===== config.mk =====
export PLATFORM = sky130hd
export DESIGN_NAME = counted_bitmap_engine
export DESIGN_NICKNAME = d
export VERILOG_FILES = /design/src/rtl/core/cbe_pkg.sv /design/src/rtl/core/cbe_ram.sv /design/src/rtl/core/cbe_update.sv /design/src/rtl/core/counted_bitmap_engine.sv
export SDC_FILE = /design/constraint.sdc
export NUM_CORES = 2
export LEC_CHECK = 0
export ABC_CLOCK_PERIOD_IN_PS = 7700
export BUFFER_PORTS_ARGS = -buffer_cell sky130_fd_sc_hd__buf_4
export CAP_MARGIN = 5
export CORE_ASPECT_RATIO = 1.4
export CORE_UTILIZATION = 30
export DETAILED_ROUTE_END_ITERATION = 8
export SYNTH_ARGS = -nofsm -noshare
export SYNTH_HDL_FRONTEND = slang
export SYNTH_HIERARCHICAL = 1
export SYNTH_SLANG_ARGS = --single-unit

===== constraint.sdc =====
create_clock -name clk_i -period 7.7 [get_ports clk_i]
set_clock_uncertainty 0.15 [all_clocks]
set_input_delay 1.155 -clock clk_i [delete_from_list [all_inputs] [get_ports clk_i]]
set_output_delay 1.155 -clock clk_i [all_outputs]
set_load 0.01 [all_outputs]

===== src/rtl/core/cbe_pkg.sv =====
// Package for the counted bitmap engine: sizes, mode codes, payload types.
// No dependencies; used by every module of the block but cbe_ram.
`default_nettype none

package cbe_pkg;

  // Sizes
  localparam int MaxBits   = 1024;
  localparam int ChunkBits = 8;
  localparam int NumChunks = MaxBits / ChunkBits;
  localparam int ChunkIdxW = 7;
  localparam int BitIdxW   = 10;
  localparam int CountW    = 11;
  localparam int ModeW     = 4;
  localparam int PopW      = 4;

  localparam logic [CountW-1:0] LimitMax = CountW'(MaxBits);

  // Mode codes
  localparam logic [ModeW-1:0] MODE_SET    = 4'd0;
  localparam logic [ModeW-1:0] MODE_CLEAR  = 4'd1;
  localparam logic [ModeW-1:0] MODE_WRITE  = 4'd2;
  localparam logic [ModeW-1:0] MODE_TEST   = 4'd3;
  localparam logic [ModeW-1:0] MODE_COPY   = 4'd4;
  localparam logic [ModeW-1:0] MODE_AND    = 4'd5;
  localparam logic [ModeW-1:0] MODE_OR     = 4'd6;
  localparam logic [ModeW-1:0] MODE_DIFF   = 4'd7;
  localparam logic [ModeW-1:0] MODE_NEGATE = 4'd8;

  // Request and result payloads
  typedef struct packed {
    logic [ModeW-1:0]     mode;
    logic [BitIdxW-1:0]   bit_index;
    logic                 bit_value;
    logic [ChunkIdxW-1:0] chunk_index;
    logic [ChunkBits-1:0] source_byte;
  } cbe_in_t;

  typedef struct packed {
    logic              bit_read;
    logic              changed;
    logic [CountW-1:0] count_set;
    logic              range_error;
  } cbe_out_t;

  // Update stage to top level: write-back and result
  typedef struct packed {
    logic                 wr_en;
    logic [ChunkBits-1:0] wr_data;
    cbe_out_t             result;
  } cbe_upd_t;

  typedef enum logic {
    ST_IDLE,
    ST_UPDATE
  } cbe_state_e;

  // Ones per nibble
  localparam logic [2:0] NibbleOnes [16] = '{
    3'd0, 3'd1, 3'd1, 3'd2, 3'd1, 3'd2, 3'd2, 3'd3,
    3'd1, 3'd2, 3'd2, 3'd3, 3'd2, 3'd3, 3'd3, 3'd4
  };

  function automatic logic [PopW-1:0] pop_chunk(logic [ChunkBits-1:0] v);
    logic [PopW-1:0] lo;
    logic [PopW-1:0] hi;
    lo = {1'b0, NibbleOnes[v[3:0]]};
    hi = {1'b0, NibbleOnes[v[7:4]]};
    return lo + hi;
  endfunction

endpackage

`default_nettype wire


===== src/rtl/core/cbe_ram.sv =====
// Generic single-write, single-read synchronous RAM with registered read.
// No dependencies.
`default_nettype none

module cbe_ram #(
  parameter int Width = 8,
  parameter int Depth = 128
) (
  input  wire logic                     clk_i,
  input  wire logic                     we_i,
  input  wire logic [$clog2(Depth)-1:0] waddr_i,
  input  wire logic [Width-1:0]         wdata_i,
  input  wire logic                     re_i,
  input  wire logic [$clog2(Depth)-1:0] raddr_i,
  output logic      [Width-1:0]         rdata_o
);

  logic [Width-1:0] mem_q [Depth];

  // Write port
  always_ff @(posedge clk_i) begin
    if (we_i) begin
      mem_q[waddr_i] <= wdata_i;
    end
  end

  // Registered read, holds between reads
  always_ff @(posedge clk_i) begin
    if (re_i) begin
      rdata_o <= mem_q[raddr_i];
    end
  end

endmodule

`default_nettype wire


===== src/rtl/core/cbe_update.sv =====
// Modify step: new chunk, tested bit, change flag, range check and set-bit count.
// Depends on cbe_pkg.
`default_nettype none

module cbe_update (
  input  wire logic                           [cbe_pkg::CountW-1:0]    limit_i,
  input  wire logic                           [cbe_pkg::CountW-1:0]    count_i,
  input  wire cbe_pkg::cbe_in_t                                        req_i,
  input  wire logic                           [cbe_pkg::ChunkBits-1:0] old_i,
  output cbe_pkg::cbe_upd_t                                            upd_o
);

  logic [cbe_pkg::ChunkBits-1:0] bit_mask;
  logic [cbe_pkg::ChunkBits-1:0] keep_mask;
  logic [cbe_pkg::ChunkBits-1:0] new_chunk;
  logic [cbe_pkg::CountW-1:0]    first_bit;
  logic [cbe_pkg::CountW-1:0]    span;
  logic [cbe_pkg::CountW-1:0]    pop_old;
  logic                          bit_err;
  logic                          chunk_err;

  // Range checks and masks
  assign bit_mask  = cbe_pkg::ChunkBits'(1) << req_i.bit_index[2:0];
  assign first_bit = {1'b0, req_i.chunk_index, 3'b000};
  assign bit_err   = {1'b0, req_i.bit_index} >= limit_i;
  assign chunk_err = first_bit >= limit_i;
  assign span      = limit_i - first_bit;
  assign keep_mask = (span >= cbe_pkg::CountW'(cbe_pkg::ChunkBits)) ? '1
                   : (cbe_pkg::ChunkBits'(1) << span[2:0]) - cbe_pkg::ChunkBits'(1);
  assign pop_old   = cbe_pkg::CountW'(cbe_pkg::pop_chunk(old_i));

  always_comb begin
    new_chunk          = old_i;
    upd_o              = '0;
    upd_o.result.count_set = count_i;
    if (req_i.mode inside {[cbe_pkg::MODE_SET:cbe_pkg::MODE_TEST]}) begin
      // Single-bit modes
      if (bit_err) begin
        upd_o.result.range_error = 1'b1;
      end else begin
        case (req_i.mode)
          cbe_pkg::MODE_SET:   new_chunk = old_i | bit_mask;
          cbe_pkg::MODE_CLEAR: new_chunk = old_i & ~bit_mask;
          cbe_pkg::MODE_WRITE: new_chunk = req_i.bit_value ? (old_i | bit_mask)
                                                           : (old_i & ~bit_mask);
          default:             upd_o.result.bit_read = |(old_i & bit_mask);
        endcase
        if (new_chunk != old_i) begin
          upd_o.result.changed   = 1'b1;
          upd_o.wr_en            = 1'b1;
          upd_o.result.count_set = |(new_chunk & bit_mask)
                                 ? count_i + cbe_pkg::CountW'(1)
                                 : count_i - cbe_pkg::CountW'(1);
        end
      end
    end else if (req_i.mode inside {[cbe_pkg::MODE_COPY:cbe_pkg::MODE_NEGATE]}) begin
      // Whole-chunk modes, trimmed to bits in use
      if (chunk_err) begin
        upd_o.result.range_error = 1'b1;
      end else begin
        case (req_i.mode)
          cbe_pkg::MODE_COPY: new_chunk = req_i.source_byte;
          cbe_pkg::MODE_AND:  new_chunk = old_i & req_i.source_byte;
          cbe_pkg::MODE_OR:   new_chunk = old_i | req_i.source_byte;
          cbe_pkg::MODE_DIFF: new_chunk = old_i & ~req_i.source_byte;
          default:            new_chunk = ~old_i;
        endcase
        new_chunk = new_chunk & keep_mask;
        if (new_chunk != old_i) begin
          upd_o.result.changed   = 1'b1;
          upd_o.wr_en            = 1'b1;
          upd_o.result.count_set = count_i - pop_old
                                 + cbe_pkg::CountW'(cbe_pkg::pop_chunk(new_chunk));
        end
      end
    end
    upd_o.wr_data = new_chunk;
  end

endmodule

`default_nettype wire


===== src/rtl/core/counted_bitmap_engine.sv =====
// Counted bitmap engine top level: request handshake, chunk RAM, count register.
// Depends on cbe_pkg, cbe_ram and cbe_update.
//
//  channel  | signals                             | direction
//  ---------+-------------------------------------+----------
//  request  | in_valid_i, in_ready_o, in_data_i   | in
//  result   | out_valid_o, out_ready_i, out_data_o| out
//  config   | cfg_valid_i, cfg_ready_o, cfg_data_i| in
//
// Each request reads its chunk from the RAM when accepted; in ST_UPDATE the chunk is
// modified, written back and the result registered. One request is in flight at a time.
// Reset clears the per-chunk valid bits, so the bitmap reads as zero at once.
// A held result register stalls the modify step; the config port is always ready.
`default_nettype none

module counted_bitmap_engine (
  input  wire logic                                 clk_i,
  input  wire logic                                 rst_ni,
  input  wire logic                                 in_valid_i,
  output logic                                      in_ready_o,
  input  wire cbe_pkg::cbe_in_t                     in_data_i,
  output logic                                      out_valid_o,
  input  wire logic                                 out_ready_i,
  output cbe_pkg::cbe_out_t                         out_data_o,
  input  wire logic                                 cfg_valid_i,
  output logic                                      cfg_ready_o,
  input  wire logic           [cbe_pkg::CountW-1:0] cfg_data_i
);

  cbe_pkg::cbe_state_e              state_q, state_d;
  cbe_pkg::cbe_in_t                 req_q;
  cbe_pkg::cbe_out_t                out_q;
  cbe_pkg::cbe_upd_t                upd;
  logic                             out_valid_q, out_valid_d;
  logic [cbe_pkg::CountW-1:0]       limit_q;
  logic [cbe_pkg::CountW-1:0]       count_q;
  logic [cbe_pkg::NumChunks-1:0]    valid_q;
  logic                             entry_valid_q;
  logic [cbe_pkg::ChunkIdxW-1:0]    rd_addr;
  logic [cbe_pkg::ChunkIdxW-1:0]    wr_addr;
  logic [cbe_pkg::ChunkBits-1:0]    rd_data;
  logic [cbe_pkg::ChunkBits-1:0]    old_chunk;
  logic                             accept;
  logic                             load;

  assign cfg_ready_o = 1'b1;
  assign accept      = in_valid_i && in_ready_o;

  // Chunk address of a request
  assign rd_addr = (in_data_i.mode inside {[cbe_pkg::MODE_SET:cbe_pkg::MODE_TEST]})
                 ? in_data_i.bit_index[cbe_pkg::BitIdxW-1:3] : in_data_i.chunk_index;
  assign wr_addr = (req_q.mode inside {[cbe_pkg::MODE_SET:cbe_pkg::MODE_TEST]})
                 ? req_q.bit_index[cbe_pkg::BitIdxW-1:3] : req_q.chunk_index;

  cbe_ram #(
    .Width (cbe_pkg::ChunkBits),
    .Depth (cbe_pkg::NumChunks)
  ) u_chunk_ram (
    .clk_i   (clk_i),
    .we_i    (load && upd.wr_en),
    .waddr_i (wr_addr),
    .wdata_i (upd.wr_data),
    .re_i    (accept),
    .raddr_i (rd_addr),
    .rdata_o (rd_data)
  );

  // Never-written chunks read as zero
  assign old_chunk = entry_valid_q ? rd_data : '0;

  cbe_update u_update (
    .limit_i (limit_q),
    .count_i (count_q),
    .req_i   (req_q),
    .old_i   (old_chunk),
    .upd_o   (upd)
  );

  // Next state and handshake
  always_comb begin
    state_d     = state_q;
    out_valid_d = out_valid_q;
    in_ready_o  = 1'b0;
    load        = 1'b0;
    if (out_valid_q && out_ready_i) begin
      out_valid_d = 1'b0;
    end
    case (state_q)
      cbe_pkg::ST_IDLE: begin
        in_ready_o = 1'b1;
        if (in_valid_i) begin
          state_d = cbe_pkg::ST_UPDATE;
        end
      end
      cbe_pkg::ST_UPDATE: begin
        if (!out_valid_q || out_ready_i) begin
          load        = 1'b1;
          out_valid_d = 1'b1;
          state_d     = cbe_pkg::ST_IDLE;
        end
      end
      default: state_d = cbe_pkg::ST_IDLE;
    endcase
  end

  // Control registers
  always_ff @(posedge clk_i or negedge rst_ni) begin
    if (!rst_ni) begin
      state_q     <= cbe_pkg::ST_IDLE;
      out_valid_q <= 1'b0;
      count_q     <= '0;
      limit_q     <= cbe_pkg::LimitMax;
      valid_q     <= '0;
    end else begin
      state_q     <= state_d;
      out_valid_q <= out_valid_d;
      if (load) begin
        count_q <= upd.result.count_set;
      end
      if (load && upd.wr_en) begin
        valid_q[wr_addr] <= 1'b1;
      end
      // Limit saturates at the bitmap size
      if (cfg_valid_i) begin
        limit_q <= (cfg_data_i > cbe_pkg::LimitMax) ? cbe_pkg::LimitMax : cfg_data_i;
      end
    end
  end

  // Request and result payload
  always_ff @(posedge clk_i) begin
    if (accept) begin
      req_q         <= in_data_i;
      entry_valid_q <= valid_q[rd_addr];
    end
    if (load) begin
      out_q <= upd.result;
    end
  end

  assign out_valid_o = out_valid_q;
  assign out_data_o  = out_q;

endmodule

`default_nettype wire


==> key figures <==
STA
  • Final TNS setup: 0 ps
  • Tcrit/Tclk final: 0.9112
  • Final setup viols: 0
  • Unrepaired setup endpoints after global routing: no
  • Slew @ Worst Pin: 1209 ps
  • Worst Slack Setup Final: 684.0 ps
  • Achievable clock frequency: between 0.1 and 0.15 GHz
  • Fin crit period: about 7000 ps
  • Final hold violations: 0
  • Max-slew violations: 0
  • Slew margin rel.: 0.1866

Critical path
  • Worst Setup Start Kind: flop
  • Capture point of the worst reg-to-reg path: out_data_o[10]$_DFFE_PP_
  • WS Path Type: reg -> reg
  • Critical path's slowest cell: nor3_1
  • Reg2Reg Setup Slack: approximately 700 ps
  • Bufs and invs on worst path: 2
  • Req. time, crit path: roughly 8000 ps
  • Worst setup EP type: flop
  • CP max FO: 4
  • Reg2reg start: req_q[8]$_DFFE_PP_
  • Slowest Stage Delay on Critical Path: around 620 ps
  • CP delay by family, top: adder cells
  • Worst EP arrival: about 7300 ps
  • Critical path depth: 25
  • Reg2reg path depth: 25
  • Most used cell, CP: fa_1

Synth
  • Seq cells post-synth: 1229
  • Leading area contributor after synthesis: edfxtp_1
  • Yosys warning total: 6
  • Synth top area share: 0.6267
  • Mapped Cells: ~2.8k
  • Mapped Area: around 52000 sq um
  • Count leader, synth: edfxtp_1
  • Avg Inst Size Synth: 18.54 sq um
  • Async SR Flop Fraction: 0.1237
  • Distinct cells, synth: between 90 and 100
  • Top_reg_cell synth: edfxtp_1
  • Synth area leaders: edfxtp_1 (63%), mux4_2 (15%), dfrtp_1 (7.3%)
  • Most frequent cells after synthesis: edfxtp_1 (1077), mux4_2 (347), nor2_1 (191)
  • EDFF count, synth: around 1.1k
  • Syn nets: roughly 2.9k
  • Post-synthesis sequential area ratio: 0.7005

Routing
  • Via count: ~26k
  • DRC viols: 1
  • Average wire per standard cell: ~23 um
  • DRT Pass-1 Iters: 8
  • Iter 0 DRT Violations: between 2k and 2.5k
  • Drt total wl: between 100 and 150 mm
  • Vias/cell: 5.017
  • Antenna-violating nets left: 0

Power
  • Reg power frac: 0.463
  • P_int: about 13000 uW
  • Max rail drop VDD: between 0.0002 and 0.00025 V
  • Comb pwr share: 0.217
  • Pwr Total: 18230 uW
  • Power Dens Cells: a little over 300 nW/um^2
  • Clock share of power: 0.320
  • Leakage: approximately 0.02 uW
  • Sw Pwr: 5197 uW
  • Switching share of total power: 0.2851

Floorplanning
  • Initial core utilization: 0.3028
  • Io pins: 63
  • Die H: between 400 and 500 um
  • Core area: between 150000 and 200000 sq um
  • Rows: about 180
  • Die area: 173700 sq um
  • Die W: ~350 um

Global route
  • First-pass GRT wire length: 182.4 mm
  • Vias in the first global route: around 27k
  • Initial antenna violation count: 2
  • Global-route usage over all layers: 0.1401
  • Largest net degree at the start of global routing: 105
  • Grt total ovfl: 0

Clocking
  • CTS tree: yes
  • CTS sink count: 1229
  • Setup bufs post-CTS: 0
  • Clk_lat worst skew: between 700 and 800 ps
  • CTS max path bufs: 3
  • CTS Hold Bufs: 0
  • Clock Pin Slew Worst Setup and Hold Paths: roughly 60 ps
  • H-tree levels: 3
  • Clk root buf: clkbuf_16
  • Cts repair resizes: 0
  • CTS Buf Count: about 110

Placement
  • GP Congestion: 0.8291
  • IO Port Bufs: 61
  • Pre-CTS WS: slightly below 800 ps
  • Placed Cells: slightly above 5k
  • DPL Wire Length: between 70 and 80 mm

Run status
  • Status: finished with violations
  • Failing checks: DRC

Cells and area
  • Final Non-Filler Cells: about 5.3k
  • Finished Core Util: 0.3458
  • Synth-to-Final Area Change: 14.23%
  • Final #Nets: roughly 3.0k
  • Fillcell total: approximately 16k
  • Layout cells sized above 1: 0.2450

Hold path
  • Min-Delay Path Class: in -> async

Run
  • MaxCap Viol Count: 0
[cell families after synthesis]
| logic type | share of synthesized area |
|---|---|
| buffers and inverters | 0.01947 |
| xor gates and xnor gates | 0.004583 |
| adders and majority gates | 0.01760 |
| other | 0.00007267 |
| and+or+nand+nor | 0.04471 |
| AOI/OAI and AO/OA | 0.04847 |
| muxes | 0.1646 |
| DFF | 0.7005 |
[metal layers]
layer  vias up  part of all wire  routed length (um)  track usage
li1      11468                 -                   -            -
met5         -                 0                   0            0
met2       740              0.54               65730       0.2577
met3       216             0.043                5238      0.01765
met1     13998              0.38               46790       0.1639
met4         0             0.037                4540      0.05720
[state kept, by name, indices dropped and copies added, names as in the netlist]
signal,cells
limit_q,11
count_q,11
out_valid_o,1
req_q,30
valid_q,128
u_chunk_ram/rdata_o,8
u_chunk_ram/mem_q,1024
out_data_o,14
state_q,1
entry_valid_q,1
[final cells by class]
type | instances | area, sq um | share of cell area
antenna | 1 | 2.502 | 0.00004245
clock inverter | 72 | 980.9 | 0.01664
sequential | 1229 | 36150 | 0.6132
inverter | 75 | 319.1 | 0.005413
tap | 2262 | 2830 | 0.04801
multi-input combinational | 1343 | 14590 | 0.2476
timing repair buffer | 157 | 1232 | 0.02091
clock buffer | 128 | 2840 | 0.04818
[stage by stage]
| step | area [sq um] | hold WS [ps] |
|---|---|---|
| final | 58950 | 260.3 |
| after CTS | 58920 | 238.1 |
| after global routing | 58950 | 303.1 |
| after floorplan | 51600 | 269.6 |
| after global placement | 55100 | 280.6 |
| after detailed placement | 55100 | 288.7 |
[cell usage in the layout, fill, tap and decap left out, drive strengths merged, types with 6 or more instances in the layout]
master / instances
nand3b: 10
nor2: 193
nand2: 136
o211ai: 11
and2: 16
a21oi: 31
or3: 6
edfxtp: 1077
bufinv: 20
o31ai: 7
mux2: 17
buf: 157
dfrtp: 151
inv: 78
ha: 55
a221o: 7
nor4: 6
o21ai: 54
or2: 7
a211oi: 9
o22ai: 14
fa: 11
a21o: 136
nand4: 6
nor3: 34
xnor2: 18
nand3: 30
nor2b: 22
mux2i: 41
xor2: 9
o221ai: 8
clkinvlp: 8
clkinv: 41
clkbuf: 128
nand2b: 14
o221a: 10
mux4: 349
[worst max path at each step]
stage                           startpoint                           endpoint  slack, ps
global route        limit_q[3]$_DFFE_PN0P_            count_q[10]$_DFFE_PN0P_        250
CTS                     req_q[8]$_DFFE_PP_           out_data_o[11]$_DFFE_PP_        720
detailed placement  limit_q[3]$_DFFE_PN0P_            count_q[10]$_DFFE_PN0P_        780
floorplan           limit_q[3]$_DFFE_PN0P_  u_chunk_ram/mem_q[0][6]$_DFFE_PP_        960
global placement    limit_q[3]$_DFFE_PN0P_            count_q[10]$_DFFE_PN0P_        820
finish                  req_q[8]$_DFFE_PP_           out_data_o[10]$_DFFE_PP_        680
[power by group through the flow]
| stage | clock, uW | combinational, uW | sequential (uW) |
|---|---|---|---|
| floorplan | 0 | 2670 | 8660 |
| global placement | 0 | 3950 | 8580 |
| detailed placement | 0 | 3990 | 8590 |
| CTS | 5960 | 4020 | 8450 |
| global route | 6170 | 4370 | 8490 |
| finish | 5830 | 3960 | 8450 |
(Power assumes the default switching activity.)
